<file path="config.mk">
export PLATFORM = sky130hd
export DESIGN_NAME = q_learning_position_tuner_flat
export DESIGN_NICKNAME = d
export VERILOG_FILES = /design/src/sv/qlpt_pkg.sv /design/src/sv/qlpt_if.sv /design/src/sv/qlpt_qtable.sv /design/src/sv/q_learning_position_tuner.sv /design/src/flat_wrapper.sv
export SDC_FILE = /design/constraint.sdc
export NUM_CORES = 2
export LEC_CHECK = 0
export BUFFER_PORTS_ARGS = -buffer_cell sky130_fd_sc_hd__buf_2
export CELL_PAD_IN_SITES_DETAIL_PLACEMENT = 1
export CELL_PAD_IN_SITES_GLOBAL_PLACEMENT = 1
export CORE_MARGIN = 1
export CORE_UTILIZATION = 46
export DETAILED_ROUTE_END_ITERATION = 10
export PLACE_DENSITY_LB_ADDON = 0.1
export SKIP_CTS_REPAIR_TIMING = 1
export SLEW_MARGIN = 20
export SYNTH_ARGS = -nofsm -noshare
export SYNTH_HDL_FRONTEND = slang
export SYNTH_HIERARCHICAL = 1
export SYNTH_SLANG_ARGS = --single-unit
export TNS_END_PERCENT = 10
</file>
<file path="constraint.sdc">
create_clock -name clk -period 9.5 [get_ports clk]
set_input_delay 2.375 -clock clk [delete_from_list [all_inputs] [get_ports clk]]
set_output_delay 2.375 -clock clk [all_outputs]
set_load 0.02 [all_outputs]
</file>
<file path="src/sv/qlpt_pkg.sv">
`timescale 1ns / 1ps
`default_nettype none
// ----------------------------------------------------------------------------
// Q-learning position tuner package
// Shared widths, codes, the sequencer state type and the elaboration-time
// builder for the greedy threshold table.
// ----------------------------------------------------------------------------
package qlpt_pkg;

  // Field widths.
  localparam int PERF_W      = 24;
  localparam int EXPLORE_W   = 7;
  localparam int ACT_DRAW_W  = 3;
  localparam int ACT_W       = 2;
  localparam int POS_OUT_W   = 3;
  localparam int CFG_W       = 16;
  localparam int CFG_IDX_W   = 1;
  localparam int STEP_W      = 16;
  localparam int Q_W         = 32;

  // Parameter defaults.
  localparam int NUM_POSITIONS_DEF = 8;
  localparam int EXPLORE_STEPS_DEF = 630;

  // Constants of the learning rule.
  localparam logic signed [Q_W-1:0] TABLE_INIT = 32'sd655360;
  localparam logic [CFG_W-1:0] GAMMA_RESET = 16'd26214;
  localparam logic [CFG_W-1:0] ALPHA_RESET = 16'd58982;
  localparam logic [STEP_W-1:0] STEP_MAX = 16'hFFFF;
  localparam logic [STEP_W-1:0] RELOAD_STEP = 16'd2;
  localparam int LN2_Q16     = 45426;
  localparam int DRAW_LIMIT  = 100;

  // Greedy threshold table: one entry per draw value, entries past the
  // last meaningful draw stay zero and are never used.
  localparam int THR_W       = 17;
  localparam int THR_ENTRIES = 128;

  // Configuration register indexes.
  localparam logic [CFG_IDX_W-1:0] CFG_DISCOUNT_GAIN = 1'd0;
  localparam logic [CFG_IDX_W-1:0] CFG_LEARNING_RATE = 1'd1;

  // Action codes.
  localparam logic [ACT_W-1:0] ACT_STAY = 2'd0;
  localparam logic [ACT_W-1:0] ACT_UP   = 2'd1;
  localparam logic [ACT_W-1:0] ACT_DOWN = 2'd2;

  // Sequencer states.
  typedef enum logic [3:0] {
    ST_IDLE,
    ST_G0,
    ST_G1,
    ST_G2,
    ST_G3,
    ST_PICK,
    ST_A0,
    ST_A1,
    ST_A2,
    ST_A3,
    ST_QRD,
    ST_SUM,
    ST_MULA,
    ST_WRITE,
    ST_OUT
  } qlpt_state_t;

  // Integer log2 in Q16.16 by repeated squaring, truncating.
  function automatic logic [31:0] log2_q16(input logic [31:0] n);
    logic [31:0] k;
    logic [63:0] m;
    logic [31:0] r;
    int i;
    int b;
    k = '0;
    for (i = 0; i < 30; i++) begin
      if ((n >> (k + 32'd1)) != 32'd0) begin
        k = k + 32'd1;
      end
    end
    m = {32'd0, n} << (32'd30 - k);
    r = k << 16;
    for (b = 15; b >= 0; b--) begin
      m = (m * m) >> 30;
      if (m >= (64'd1 << 31)) begin
        m = m >> 1;
        r = r | (32'd1 << b);
      end
    end
    return r;
  endfunction

  // Step count above which a draw d is greedy.
  function automatic logic [THR_ENTRIES*THR_W-1:0] greedy_table(input int steps);
    logic [THR_ENTRIES*THR_W-1:0] tbl;
    logic [31:0] top;
    logic [31:0] low;
    logic [31:0] l;
    logic [63:0] v;
    int d;
    tbl = '0;
    top = log2_q16(32'd100);
    for (d = 0; d < DRAW_LIMIT; d++) begin
      low = log2_q16(32'(DRAW_LIMIT - d));
      l = (top > low) ? (top - low) : 32'd0;
      v = (64'(steps) * 64'(LN2_Q16) * 64'(l)) >> 32;
      tbl[d*THR_W +: THR_W] = v[THR_W-1:0];
    end
    return tbl;
  endfunction

endpackage

`default_nettype wire

</file>
<file path="src/sv/qlpt_if.sv">
`timescale 1ns / 1ps
`default_nettype none
// ----------------------------------------------------------------------------
// Q-learning position tuner channels
// Valid/ready channels for the measurement items and the result items.
// ----------------------------------------------------------------------------
interface qlpt_in_if;
  logic                             valid;
  logic                             ready;
  logic [qlpt_pkg::PERF_W-1:0]      performance;
  logic [qlpt_pkg::EXPLORE_W-1:0]   explore_draw;
  logic [qlpt_pkg::ACT_DRAW_W-1:0]  action_draw;

  modport source(output valid, output performance, output explore_draw,
                 output action_draw, input ready);
  modport sink(input valid, input performance, input explore_draw,
               input action_draw, output ready);
endinterface

interface qlpt_out_if;
  logic                            valid;
  logic                            ready;
  logic [qlpt_pkg::ACT_W-1:0]      action;
  logic [qlpt_pkg::POS_OUT_W-1:0]  position;

  modport source(output valid, output action, output position, input ready);
  modport sink(input valid, input action, input position, output ready);
endinterface

`default_nettype wire

</file>
<file path="src/sv/qlpt_qtable.sv">
`timescale 1ns / 1ps
`default_nettype none
// ----------------------------------------------------------------------------
// Q-table storage
// Single write port, single registered read port. Per-entry valid bits make
// unwritten entries read as the initial value; a bulk clear reloads them all.
// ----------------------------------------------------------------------------
module qlpt_qtable #(
  parameter int DEPTH = 3 * qlpt_pkg::NUM_POSITIONS_DEF
) (
  input  wire logic                              clk,
  input  wire logic                              rst_n,
  input  wire logic [$clog2(DEPTH)-1:0]          rd_addr,
  output logic signed [qlpt_pkg::Q_W-1:0]        rd_q,
  input  wire logic                              wr_en,
  input  wire logic [$clog2(DEPTH)-1:0]          wr_addr,
  input  wire logic signed [qlpt_pkg::Q_W-1:0]   wr_data,
  input  wire logic                              clear_all
);

  logic signed [qlpt_pkg::Q_W-1:0] mem [DEPTH];
  logic signed [qlpt_pkg::Q_W-1:0] rd_data_r;
  logic                            rd_hit_r;
  logic [DEPTH-1:0]                valid_r;

  // Storage array and registered read.
  always_ff @(posedge clk) begin
    if (wr_en) begin
      mem[wr_addr] <= wr_data;
    end
    rd_data_r <= mem[rd_addr];
    rd_hit_r  <= valid_r[rd_addr];
  end

  // Valid bits: cleared at reset and on a reload, set on a write.
  always_ff @(posedge clk) begin
    if (!rst_n) begin
      valid_r <= '0;
    end else if (clear_all) begin
      valid_r <= '0;
    end else if (wr_en) begin
      valid_r[wr_addr] <= 1'b1;
    end
  end

  // An entry not written since the last reload reads as the initial value.
  assign rd_q = rd_hit_r ? rd_data_r : qlpt_pkg::TABLE_INIT;

endmodule

`default_nettype wire

</file>
<file path="src/sv/q_learning_position_tuner.sv">
`timescale 1ns / 1ps
`default_nettype none
// The block takes no new item until the result of the last one is taken;
// the sequencer walks the single read port of the Q table (seven reads per
// item) and the one shared multiplier (used twice per item) in turn.
// Reset: synchronous, active low; the Q table reads 10.0 at once through its
// valid bits, so no clearing pass is needed and the block is ready right away.
// ----------------------------------------------------------------------------
// Q-learning position tuner
// Tabular Q-learning with epsilon-greedy action choice over a row of
// positions, built as a small sequencer around one compare unit and one
// multiplier.
// ----------------------------------------------------------------------------
module q_learning_position_tuner #(
  parameter int NUM_POSITIONS = qlpt_pkg::NUM_POSITIONS_DEF,
  parameter int EXPLORE_STEPS = qlpt_pkg::EXPLORE_STEPS_DEF
) (
  input  wire logic                             clk,
  input  wire logic                             rst_n,
  qlpt_in_if.sink                               in_item,
  qlpt_out_if.source                            out_item,
  input  wire logic                             cfg_we,
  input  wire logic [qlpt_pkg::CFG_IDX_W-1:0]   cfg_index,
  input  wire logic [qlpt_pkg::CFG_W-1:0]       cfg_data
);

  localparam int DEPTH  = 3 * NUM_POSITIONS;
  localparam int ADDR_W = $clog2(DEPTH);
  localparam int POS_W  = $clog2(NUM_POSITIONS);
  localparam logic [POS_W-1:0] POS_LAST  = POS_W'(NUM_POSITIONS - 1);
  localparam logic [POS_W-1:0] POS_RESET = POS_W'((NUM_POSITIONS > 2) ? 2 : NUM_POSITIONS - 1);
  localparam int MUL_A_W = 35;
  localparam int PROD_W  = MUL_A_W + 17;
  localparam logic [qlpt_pkg::THR_ENTRIES*qlpt_pkg::THR_W-1:0] GREEDY_TBL =
    qlpt_pkg::greedy_table(EXPLORE_STEPS);

  // Table entry address of action j at position p.
  function automatic logic [ADDR_W-1:0] entry_addr(input logic [POS_W-1:0] p,
                                                   input logic [1:0] j);
    return ADDR_W'(p) * ADDR_W'(3) + ADDR_W'(j);
  endfunction

  // Whether action j keeps position p inside the range.
  function automatic logic act_allowed(input logic [POS_W-1:0] p, input logic [1:0] j);
    logic ok;
    ok = 1'b0;
    if (j == qlpt_pkg::ACT_STAY) begin
      ok = 1'b1;
    end else if (j == qlpt_pkg::ACT_UP) begin
      ok = (p != POS_LAST);
    end else if (j == qlpt_pkg::ACT_DOWN) begin
      ok = (p != '0);
    end
    return ok;
  endfunction

  // Exploratory pick: draw modulo the number of allowed actions.
  function automatic logic [1:0] explore_pick(input logic [2:0] ad, input logic up_ok,
                                              input logic dn_ok);
    logic [1:0] idx;
    logic [1:0] act;
    idx = 2'd0;
    if (up_ok && dn_ok) begin
      unique case (ad)
        3'd0, 3'd3, 3'd6: idx = 2'd0;
        3'd1, 3'd4, 3'd7: idx = 2'd1;
        default:          idx = 2'd2;
      endcase
    end else if (up_ok || dn_ok) begin
      idx = {1'b0, ad[0]};
    end
    priority if (idx == 2'd0) begin
      act = qlpt_pkg::ACT_STAY;
    end else if (idx == 2'd1) begin
      act = up_ok ? qlpt_pkg::ACT_UP : qlpt_pkg::ACT_DOWN;
    end else begin
      act = qlpt_pkg::ACT_DOWN;
    end
    return act;
  endfunction

  qlpt_pkg::qlpt_state_t state_r, state_nxt;

  // Configuration and persistent learning state.
  logic [qlpt_pkg::CFG_W-1:0]    gamma_r;
  logic [qlpt_pkg::CFG_W-1:0]    alpha_r;
  logic [POS_W-1:0]              pos_r;
  logic [qlpt_pkg::PERF_W-1:0]   prev_perf_r;
  logic [qlpt_pkg::STEP_W-1:0]   step_r;
  logic [qlpt_pkg::STEP_W-1:0]   step_nxt;

  // Per-item working registers.
  logic [qlpt_pkg::PERF_W-1:0]      perf_r;
  logic [qlpt_pkg::ACT_DRAW_W-1:0]  act_draw_r;
  logic                             greedy_r;
  logic [1:0]                       act_r;
  logic [POS_W-1:0]                 next_r;
  logic signed [qlpt_pkg::Q_W-1:0]  best_r;
  logic [1:0]                       arg_r;
  logic signed [qlpt_pkg::Q_W-1:0]  q_r;
  logic signed [MUL_A_W-1:0]        diff_r;
  logic signed [PROD_W-1:0]         prod_r;

  // Sequencer outputs.
  logic [ADDR_W-1:0]  rd_addr;
  logic               cmp_en;
  logic [1:0]         cmp_j;
  logic [POS_W-1:0]   cmp_pos;
  logic               mul_en;
  logic               mul_alpha;
  logic               wr_en;

  // Datapath signals.
  logic signed [qlpt_pkg::Q_W-1:0]  rd_q;
  logic [qlpt_pkg::THR_W-1:0]       thr;
  logic                             in_fire;
  logic                             out_fire;
  logic                             greedy_now;
  logic                             up_ok;
  logic                             dn_ok;
  logic [1:0]                       act_sel;
  logic signed [MUL_A_W-1:0]        mul_a;
  logic signed [16:0]               mul_b;
  logic signed [24:0]               reward;
  logic signed [33:0]               sample;
  logic signed [35:0]               alpha_term;
  logic signed [36:0]               upd_sum;
  logic signed [qlpt_pkg::Q_W-1:0]  upd_val;

  assign in_fire  = in_item.valid && in_item.ready;
  assign out_fire = out_item.valid && out_item.ready;

  // Configuration writes.
  always_ff @(posedge clk) begin
    if (!rst_n) begin
      gamma_r <= qlpt_pkg::GAMMA_RESET;
      alpha_r <= qlpt_pkg::ALPHA_RESET;
    end else if (cfg_we) begin
      unique case (cfg_index)
        qlpt_pkg::CFG_DISCOUNT_GAIN: gamma_r <= cfg_data;
        qlpt_pkg::CFG_LEARNING_RATE: alpha_r <= cfg_data;
        default: ;
      endcase
    end
  end

  // Saturating step count and the greedy threshold test.
  assign step_nxt   = (step_r == qlpt_pkg::STEP_MAX) ? step_r : step_r + 16'd1;
  assign thr        = GREEDY_TBL[in_item.explore_draw * qlpt_pkg::THR_W +: qlpt_pkg::THR_W];
  assign greedy_now = (in_item.explore_draw < qlpt_pkg::EXPLORE_W'(qlpt_pkg::DRAW_LIMIT)) &&
                      ({1'b0, step_nxt} > thr);

  // Next-state logic.
  always_comb begin
    state_nxt = state_r;
    unique case (state_r)
      qlpt_pkg::ST_IDLE:  if (in_fire) begin
                            state_nxt = qlpt_pkg::ST_G0;
                          end
      qlpt_pkg::ST_G0:    state_nxt = qlpt_pkg::ST_G1;
      qlpt_pkg::ST_G1:    state_nxt = qlpt_pkg::ST_G2;
      qlpt_pkg::ST_G2:    state_nxt = qlpt_pkg::ST_G3;
      qlpt_pkg::ST_G3:    state_nxt = qlpt_pkg::ST_PICK;
      qlpt_pkg::ST_PICK:  state_nxt = qlpt_pkg::ST_A0;
      qlpt_pkg::ST_A0:    state_nxt = qlpt_pkg::ST_A1;
      qlpt_pkg::ST_A1:    state_nxt = qlpt_pkg::ST_A2;
      qlpt_pkg::ST_A2:    state_nxt = qlpt_pkg::ST_A3;
      qlpt_pkg::ST_A3:    state_nxt = qlpt_pkg::ST_QRD;
      qlpt_pkg::ST_QRD:   state_nxt = qlpt_pkg::ST_SUM;
      qlpt_pkg::ST_SUM:   state_nxt = qlpt_pkg::ST_MULA;
      qlpt_pkg::ST_MULA:  state_nxt = qlpt_pkg::ST_WRITE;
      qlpt_pkg::ST_WRITE: state_nxt = qlpt_pkg::ST_OUT;
      qlpt_pkg::ST_OUT:   if (out_fire) begin
                            state_nxt = qlpt_pkg::ST_IDLE;
                          end
      default:            state_nxt = qlpt_pkg::ST_IDLE;
    endcase
  end

  always_ff @(posedge clk) begin
    if (!rst_n) begin
      state_r <= qlpt_pkg::ST_IDLE;
    end else begin
      state_r <= state_nxt;
    end
  end

  // Sequencer outputs: read address, compare step, multiplier use, table write and handshakes.
  always_comb begin
    rd_addr        = entry_addr(pos_r, qlpt_pkg::ACT_STAY);
    cmp_en         = 1'b0;
    cmp_j          = qlpt_pkg::ACT_STAY;
    cmp_pos        = pos_r;
    mul_en         = 1'b0;
    mul_alpha      = 1'b0;
    wr_en          = 1'b0;
    in_item.ready  = 1'b0;
    out_item.valid = 1'b0;
    unique case (state_r)
      qlpt_pkg::ST_IDLE:  in_item.ready = 1'b1;
      qlpt_pkg::ST_G0:    rd_addr = entry_addr(pos_r, qlpt_pkg::ACT_STAY);
      qlpt_pkg::ST_G1: begin
        rd_addr = entry_addr(pos_r, qlpt_pkg::ACT_UP);
        cmp_en  = 1'b1;
        cmp_j   = qlpt_pkg::ACT_STAY;
      end
      qlpt_pkg::ST_G2: begin
        rd_addr = entry_addr(pos_r, qlpt_pkg::ACT_DOWN);
        cmp_en  = 1'b1;
        cmp_j   = qlpt_pkg::ACT_UP;
      end
      qlpt_pkg::ST_G3: begin
        cmp_en = 1'b1;
        cmp_j  = qlpt_pkg::ACT_DOWN;
      end
      qlpt_pkg::ST_PICK:  ;
      qlpt_pkg::ST_A0:    rd_addr = entry_addr(next_r, qlpt_pkg::ACT_STAY);
      qlpt_pkg::ST_A1: begin
        rd_addr = entry_addr(next_r, qlpt_pkg::ACT_UP);
        cmp_en  = 1'b1;
        cmp_j   = qlpt_pkg::ACT_STAY;
        cmp_pos = next_r;
      end
      qlpt_pkg::ST_A2: begin
        rd_addr = entry_addr(next_r, qlpt_pkg::ACT_DOWN);
        cmp_en  = 1'b1;
        cmp_j   = qlpt_pkg::ACT_UP;
        cmp_pos = next_r;
      end
      qlpt_pkg::ST_A3: begin
        cmp_en  = 1'b1;
        cmp_j   = qlpt_pkg::ACT_DOWN;
        cmp_pos = next_r;
      end
      qlpt_pkg::ST_QRD: begin
        rd_addr = entry_addr(pos_r, act_r);
        mul_en  = 1'b1;
      end
      qlpt_pkg::ST_SUM:   ;
      qlpt_pkg::ST_MULA: begin
        mul_en    = 1'b1;
        mul_alpha = 1'b1;
      end
      qlpt_pkg::ST_WRITE: wr_en = 1'b1;
      qlpt_pkg::ST_OUT:   out_item.valid = 1'b1;
      default:            ;
    endcase
  end

  // Q table.
  qlpt_qtable #(
    .DEPTH(DEPTH)
  ) u_qtable (
    .clk      (clk),
    .rst_n    (rst_n),
    .rd_addr  (rd_addr),
    .rd_q     (rd_q),
    .wr_en    (wr_en),
    .wr_addr  (entry_addr(pos_r, act_r)),
    .wr_data  (upd_val),
    .clear_all(wr_en && (step_r == qlpt_pkg::RELOAD_STEP))
  );

  // Shared compare unit: running maximum over the allowed actions, lowest
  // action number wins a tie.
  always_ff @(posedge clk) begin
    if (cmp_en) begin
      if (cmp_j == qlpt_pkg::ACT_STAY) begin
        best_r <= rd_q;
        arg_r  <= qlpt_pkg::ACT_STAY;
      end else if (act_allowed(cmp_pos, cmp_j) && (rd_q > best_r)) begin
        best_r <= rd_q;
        arg_r  <= cmp_j;
      end
    end
  end

  // Action choice and next position.
  assign up_ok   = act_allowed(pos_r, qlpt_pkg::ACT_UP);
  assign dn_ok   = act_allowed(pos_r, qlpt_pkg::ACT_DOWN);
  assign act_sel = greedy_r ? arg_r : explore_pick(act_draw_r, up_ok, dn_ok);

  // Shared multiplier: gamma times the look-ahead maximum, then alpha times
  // the error term. Products are floored by taking the bits above 16.
  assign mul_a = mul_alpha ? diff_r : MUL_A_W'(best_r);
  assign mul_b = $signed({1'b0, (mul_alpha ? alpha_r : gamma_r)});

  always_ff @(posedge clk) begin
    if (mul_en) begin
      prod_r <= mul_a * mul_b;
    end
  end

  // Reward plus discounted look-ahead, and the updated entry with saturation.
  assign reward     = $signed({1'b0, perf_r}) - $signed({1'b0, prev_perf_r});
  assign sample     = 34'(reward) + prod_r[49:16];
  assign alpha_term = prod_r[PROD_W-1:16];
  assign upd_sum    = 37'(q_r) + 37'(alpha_term);

  always_comb begin
    if (upd_sum > 37'sh0_7FFF_FFFF) begin
      upd_val = 32'sh7FFF_FFFF;
    end else if (upd_sum < -37'sh0_8000_0000) begin
      upd_val = -32'sh8000_0000;
    end else begin
      upd_val = upd_sum[qlpt_pkg::Q_W-1:0];
    end
  end

  // Per-item working registers.
  always_ff @(posedge clk) begin
    if (in_fire) begin
      perf_r     <= in_item.performance;
      act_draw_r <= in_item.action_draw;
      greedy_r   <= greedy_now;
    end
    if (state_r == qlpt_pkg::ST_PICK) begin
      act_r <= act_sel;
      unique case (act_sel)
        qlpt_pkg::ACT_UP:   next_r <= pos_r + POS_W'(1);
        qlpt_pkg::ACT_DOWN: next_r <= pos_r - POS_W'(1);
        default:            next_r <= pos_r;
      endcase
    end
    if (state_r == qlpt_pkg::ST_SUM) begin
      q_r    <= rd_q;
      diff_r <= 35'(sample) - 35'(rd_q);
    end
  end

  // Persistent state: step count at accept, position and performance at
  // the table update.
  always_ff @(posedge clk) begin
    if (!rst_n) begin
      step_r      <= '0;
      pos_r       <= POS_RESET;
      prev_perf_r <= '0;
    end else begin
      if (in_fire) begin
        step_r <= step_nxt;
      end
      if (wr_en) begin
        pos_r       <= next_r;
        prev_perf_r <= perf_r;
      end
    end
  end

  // Result payload is held by the working registers until taken.
  assign out_item.action   = act_r;
  assign out_item.position = qlpt_pkg::POS_OUT_W'(next_r);

  // Assertions.
  a_busy_exclusive: assert property (@(posedge clk) disable iff (!rst_n)
    !(in_item.ready && out_item.valid))
    else $error("input ready while a result is pending");

  a_write_then_result: assert property (@(posedge clk) disable iff (!rst_n)
    (state_r == qlpt_pkg::ST_WRITE) |=> out_item.valid)
    else $error("table update not followed by a result");

  a_pos_in_range: assert property (@(posedge clk) disable iff (!rst_n)
    pos_r <= POS_LAST)
    else $error("position outside the range");

  a_act_legal: assert property (@(posedge clk) disable iff (!rst_n)
    out_item.valid |-> (act_r == qlpt_pkg::ACT_STAY || act_r == qlpt_pkg::ACT_UP ||
                        act_r == qlpt_pkg::ACT_DOWN))
    else $error("illegal action code on result");

endmodule

`default_nettype wire

</file>
<file path="src/flat_wrapper.sv">
// flat-port wrapper written by rule: the top's interface ports become plain ports
module q_learning_position_tuner_flat 
#(
  parameter int NUM_POSITIONS = qlpt_pkg::NUM_POSITIONS_DEF,
  parameter int EXPLORE_STEPS = qlpt_pkg::EXPLORE_STEPS_DEF
)
  (clk, rst_n, cfg_we, cfg_index, cfg_data, in_item_valid, in_item_performance, in_item_explore_draw, in_item_action_draw, in_item_ready, out_item_valid, out_item_action, out_item_position, out_item_ready);
  qlpt_in_if in_item_i ();
  qlpt_out_if out_item_i ();
  input  wire logic clk;
  input  wire logic rst_n;
  input  wire logic cfg_we;
  input  wire logic [qlpt_pkg::CFG_IDX_W-1:0] cfg_index;
  input  wire logic [qlpt_pkg::CFG_W-1:0] cfg_data;
  input wire logic [$bits(in_item_i.valid)-1:0] in_item_valid;
  input wire logic [$bits(in_item_i.performance)-1:0] in_item_performance;
  input wire logic [$bits(in_item_i.explore_draw)-1:0] in_item_explore_draw;
  input wire logic [$bits(in_item_i.action_draw)-1:0] in_item_action_draw;
  output wire logic [$bits(in_item_i.ready)-1:0] in_item_ready;
  output wire logic [$bits(out_item_i.valid)-1:0] out_item_valid;
  output wire logic [$bits(out_item_i.action)-1:0] out_item_action;
  output wire logic [$bits(out_item_i.position)-1:0] out_item_position;
  input wire logic [$bits(out_item_i.ready)-1:0] out_item_ready;
  assign in_item_i.valid = in_item_valid;
  assign in_item_i.performance = in_item_performance;
  assign in_item_i.explore_draw = in_item_explore_draw;
  assign in_item_i.action_draw = in_item_action_draw;
  assign in_item_ready = in_item_i.ready;
  assign out_item_valid = out_item_i.valid;
  assign out_item_action = out_item_i.action;
  assign out_item_position = out_item_i.position;
  assign out_item_i.ready = out_item_ready;
  q_learning_position_tuner #(.NUM_POSITIONS(NUM_POSITIONS), .EXPLORE_STEPS(EXPLORE_STEPS)) u_core (.clk(clk), .rst_n(rst_n), .in_item(in_item_i), .out_item(out_item_i), .cfg_we(cfg_we), .cfg_index(cfg_index), .cfg_data(cfg_data));
endmodule
</file>
# Word level (Yosys, flattened, before mapping)
# Memory sizes are Yosys's and may differ from the RTL's. A register that Yosys moved wholly into a read port is not among the register bits.
# Cells that the tools add are included.
dict set report classes {
  addsub 12
  multipliers 4
  magnitude_cmp 8
  eq_ne 30
  shift 1
  n_mux 39
  bitwise 3
  n_reduce_logical 27
}
# op n
set op_table {}
lappend op_table {{2176-bit by 13-bit variable part select with 17-bit output, first input constant} 1}
lappend op_table {{32-bit two-way mux} 5}
lappend op_table {{4-bit case mux with 15 select lines} 1}
lappend op_table {{35-bit by 17-bit multiplier with 52-bit output} 1}
lappend op_table {{32-bit by 36-bit adder with 37-bit output} 1}
lappend op_table {{37-bit by 32-bit > comparator with 1-bit output, second input constant} 1}
lappend op_table {{37-bit by 32-bit less-than comparator with 1-bit output, second input constant} 1}
lappend op_table {{35-bit two-way mux} 1}
lappend op_table {{34-bit by 32-bit subtractor with 35-bit output} 1}
lappend op_table {{34-bit adder} 1}
lappend op_table {{32-bit > comparator} 1}
lappend op_table {{16-bit two-way mux} 2}
lappend op_table {{5-bit case mux with 6 select lines} 1}
lappend op_table {{4-bit equality test, second input constant} 7}
lappend op_table {{24-bit by 24-bit subtractor with 25-bit output} 1}
lappend op_table {{24-bit bitwise OR} 1}
lappend op_table {{16-bit by 17-bit > comparator with 1-bit output} 1}
lappend op_table {{16-bit by 1-bit adder with 16-bit output, second input constant} 1}
lappend op_table {{16-bit equality test, second input constant} 1}
lappend op_table {{16-bit by 2-bit equality test with 1-bit output, second input constant} 1}
lappend op_table {{4-bit by 3-bit equality test with 1-bit output, second input constant} 4}
lappend op_table {{1-bit two-way mux} 15}
lappend op_table {{5-bit by 6-bit less-than comparator with 1-bit output, second input constant} 2}
lappend op_table {{7-bit by 5-bit multiplier with 12-bit output, second input constant} 1}
lappend op_table {{other kinds (36)} 71}
dict set report totals {
  regBits 290
  mem_bits_rw 768
  output_inout_bits 7
  mem_count 1
}
# name words width rd rd_clocked_by_memory_dff write_ports line_no
set memory_table {}
lappend memory_table {u_core.u_qtable.mem 24 32 1 1 1 qlpt_qtable.sv:21} ;# logic signed [qlpt_pkg::Q_W-1:0] mem [DEPTH];

# Logic depth before layout (Yosys ltp)
dict set report depth {
  word_depth 11
  mapped_depth 32
  depth_no_buf 32
}

# By module
# The synthesis kept the hierarchy.
# module n_inst cells_each area_each_um2 seq_area_each_um2
set by_module_without_submodules {}
lappend by_module_without_submodules {q_learning_position_tuner 1 4350 37618.6 6686.4}
lappend by_module_without_submodules {qlpt_qtable 1 1591 31298.8 24203.2}

# Least setup slack after synthesis
# No wires, ideal clock.
dict set report synth_timing {
  kind {register -> register}
  from {reg u_core.state_r[0]}
  to {reg u_core.prod_r[51] (data pin)}
  setup_ns 0.138
  t_arrival_ns 8.089
  t_required_ns 9.362
  slack_ns 1.273
  path_stages_with_launch 30
  path_buffers 4
  period_less_slack_ns 8.227
  path_cell_list {dfxtp_1 > clkbuf_1 > nand2b_1 > nor3b_1 > clkbuf_1 > buf_1 > buf_1 > nand2_1 > o21ai_1 > nand2_1 > fa_1 > inv_1 > fa_1 > fa_1 > fa_1 > fa_1 > inv_1 > fa_1 > inv_1 > ha_1 > and4_1 > and3_1 > a31o_2 > a21oi_1 > a21o_1 > o31ai_1 > o311ai_1 > a21oi_1 > or4_1 > nand4_1}
}
dict set report synth_between {
  elab_chain_cells 4
  word_cells_on_any_way 5
  cone_classes {mul: 1; eq/ne: 1; mux: 3}
}
# element line_no
set synth_rtl {}
lappend synth_rtl {{start, declared} q_learning_position_tuner.sv:82} ;# qlpt_pkg::qlpt_state_t state_r, state_nxt;
lappend synth_rtl {{start signal, assigned} q_learning_position_tuner.sv:182} ;# state_r <= qlpt_pkg::ST_IDLE;
lappend synth_rtl {{start signal, assigned} q_learning_position_tuner.sv:184} ;# state_r <= state_nxt;
lappend synth_rtl {{4-bit equality test *} q_learning_position_tuner.sv:199} ;# unique case (state_r)
lappend synth_rtl {{1-bit two-way mux *} q_learning_position_tuner.sv:199}
lappend synth_rtl {{35-bit two-way mux / 16-bit two-way mux (equally long branches)} {q_learning_position_tuner.sv:285, q_learning_position_tuner.sv:286}}
lappend synth_rtl {{35-bit by 17-bit multiplier with 52-bit output *} q_learning_position_tuner.sv:290} ;# prod_r <= mul_a * mul_b;
lappend synth_rtl {{end signal, assigned} q_learning_position_tuner.sv:290}
lappend synth_rtl {{end, declared} q_learning_position_tuner.sv:102} ;# logic signed [PROD_W-1:0] prod_r;
# Every way passes the cells marked *; elsewhere a longest branch is shown, timed or not.
# A chain may end at the register's enable or synchronous reset.

# Final worst setup path
# Same ends and word-level chain as after synthesis.

==> results.md <==
* Status: finished, final reports clean
* DRC at 0
* Nets at 6,921
* Fin. max-slew vios at 0
* Hold Vio Cnt, Final at 0
* Drt via density at 5.72
* Port Buf Inserts at 62
* Area of the multi-input gates at 34,400 um2
* Initial antenna violation count at 7
* Main synth FF type: edfxtp_1
* Full die area at 151,000 um2
* Post-route ant nets at 0
* DIE WIDTH at 389 um
* Critical R2R Launch: u_core/state_r[0]
* Hold slack at 454 ps
* Vias in the first global route at 49,500
* Commonest non-fill, non-tap cell in the layout: edfxtp_1
* Post-route minimum period at 8850 ps
* WL per Instance at 25.4 um
* Longest Clk Path Bufs at 3
* Worst Path Required at 10,060 ps
* CP endpoint kind: register
* TritonCTS Buffers at 109
* Core ar. at 148,000 um2
* Placer Congestion at 0.868
* Asr flop ratio synth at 0
* EDFF count, synth at 938
* WP data arrival at 9410 ps
* Clk root buf: clkbuf_16
* Worst clock skew at 44.4 ps
* Floorplan row count at 141
* Reg clk slew, reported paths at 60 ps
* DP HPWL at 140,000 um
* First-pass GRT wire length at 310,000 um
* Yosys top cell area share at 0.409
* Area leader, netlist: edfxtp_1
* Tcrit/Tclk final at 0.931
* CP startpoint: u_core/state_r[0]
* Worst Hold Class: register to register
* Detailed-route via count at 45,900
* Instance count on the critical path at 27
* Sequential area share after synthesis at 0.448
* Crit Path Category: register to register
* Crit-path leading delay family: adder cells
* Startpoint types: register
* CP max-delay cell: mux2i_1
* Fillers at 15,400
* Syn avg cell area at 11.6 um2
* TritonCTS clock tree: yes
* Starting DRT DRC Count at 3,446
* Clock sinks at 1,074
* Die height at 389 um
* Hold path start: u_core/prev_perf_r[12]
* Setup ws final at 652 ps
* Most common cell on crit path: fa_1
* Critical Path Fanout Max at 67
* Slew margin rel. at 0.208
* Largest net degree at the start of global routing at 95
* Worst Max-Slew Pin Slew at 1180 ps
* Total gr overflow at 0
* YS warnings at 6
* CP peak stage delay at 650 ps
* Skew-Pair Late Insertion Delay at 740 ps
* Fin util at 0.510
* Initial Util at 0.465
* Highest clock rate at 113 MHz
* Layout cell share with drive strength beyond 1 at 0.0956
* Area grow syn2layout at 9.76%
* Post-Route WL at 204,000 um
* Mapped Area at 68,900 um2
* DRT Pass-1 Iters at 5
* # IOs at 63
* Register area at 30,900 um2
* Synth unique cells at 83
* Syn Inst Count at 5,941
* Max-cap violation count at 0
* RSZ-0062 raised after global routing: false
* Reg2Reg Depth at 27
* Buf/Inv on CP at 6
* Final TNS setup at 0 ps
* Final setup fails at 0
* Hold Path Depth at 2
* Leading cell types in the layout, fill and taps excluded: edfxtp_1, inv_1, nand2_1
* Yosys reg bits at 1,074
* Post-synthesis net count at 6,855
* H-tree levels at 3
* Place WS at 668 ps
* All-Layer GR Usage at 0.273
* Area contributors post-synth: edfxtp_1, fa_1, ha_1
-- flip-flops by register name, summed over array words and instances, names as in the netlist, 4 cells and up --
signal,cells
u_core/gamma_r,16
u_core/u_qtable/mem,768
u_core/best_r,32
u_core/diff_r,35
u_core/q_r,32
u_core/prev_perf_r,24
u_core/state_r,4
u_core/u_qtable/rd_data_r,32
u_core/perf_r,24
u_core/prod_r,36
u_core/alpha_r,16
u_core/step_r,16
u_core/u_qtable/valid_r,24
-- routing by layer --
layer / vias to the layer above / global-route usage / wire length, um
met3: 219 / 0.0264 / 9020
met1: 24100 / 0.369 / 88200
met2: 1032 / 0.470 / 102000
met5: - / 0 / 0
li1: 20600 / - / -
met4: 0 / 0.0736 / 5210
-- Yosys cell counts, drive strengths merged (129+ instances only) --
cell    number
a21oi      274
clkbuf     202
dfxtp      136
edfxtp     938
fa         537
ha         321
inv        763
mux2i      263
nand2      727
nor2       382
o21ai      199
xnor2      129
-- tightest hold or removal path, cell delays in order (launching register included) --
cell and delay [ps]:
dfxtp_1 300, nand2_1 50, a21oi_1 50
-- cell families (layout without fill, tap and decap cells) --
logic type      Yosys count  after routing  synth area share
fa+ha+maj               858            858             0.214
buf+inv                1032           1191            0.0582
flops                  1074           1074             0.448
simple gates           1486           1486            0.0932
other cells               0              1                 0
compound gates          907            907            0.0841
xor+xnor                182            182            0.0231
mux                     402            402            0.0789
-- through the flow --
| stage | instance area (um2) | std cells |
|---|---|---|
| 6_report | 75600 | 8031 |
| 4_1_cts | 75600 | 8030 |
| 2_1_floorplan | 68900 | 5941 |
| 3_3_place_gp | 72200 | 7825 |
| 3_5_place_dp | 72200 | 7826 |
| 5_1_grt | 75600 | 8030 |
-- worst paths after layout --
| path | endpoint | slack (ps) |
|---|---|---|
| max | u_core/prod_r[51] | 650 |
| min | u_core/prev_perf_r[12] | 450 |
| max reg2reg | u_core/prod_r[51] | 650 |
| min reg2reg | u_core/prev_perf_r[12] | 450 |
-- final cells by class --
cell class              count  share of cell area
clock buffers             140              0.0387
clock inverters            64             0.00708
flip-flops and latches   1074               0.408
diodes                      1           0.0000331
repair buffers            223              0.0213
well taps                1930              0.0319
inverters                 764              0.0379
multi-input cells        3835               0.455
Power is not shown: default switching activity piles up to over one toggle a cycle in this logic, so the estimate is an artifact.
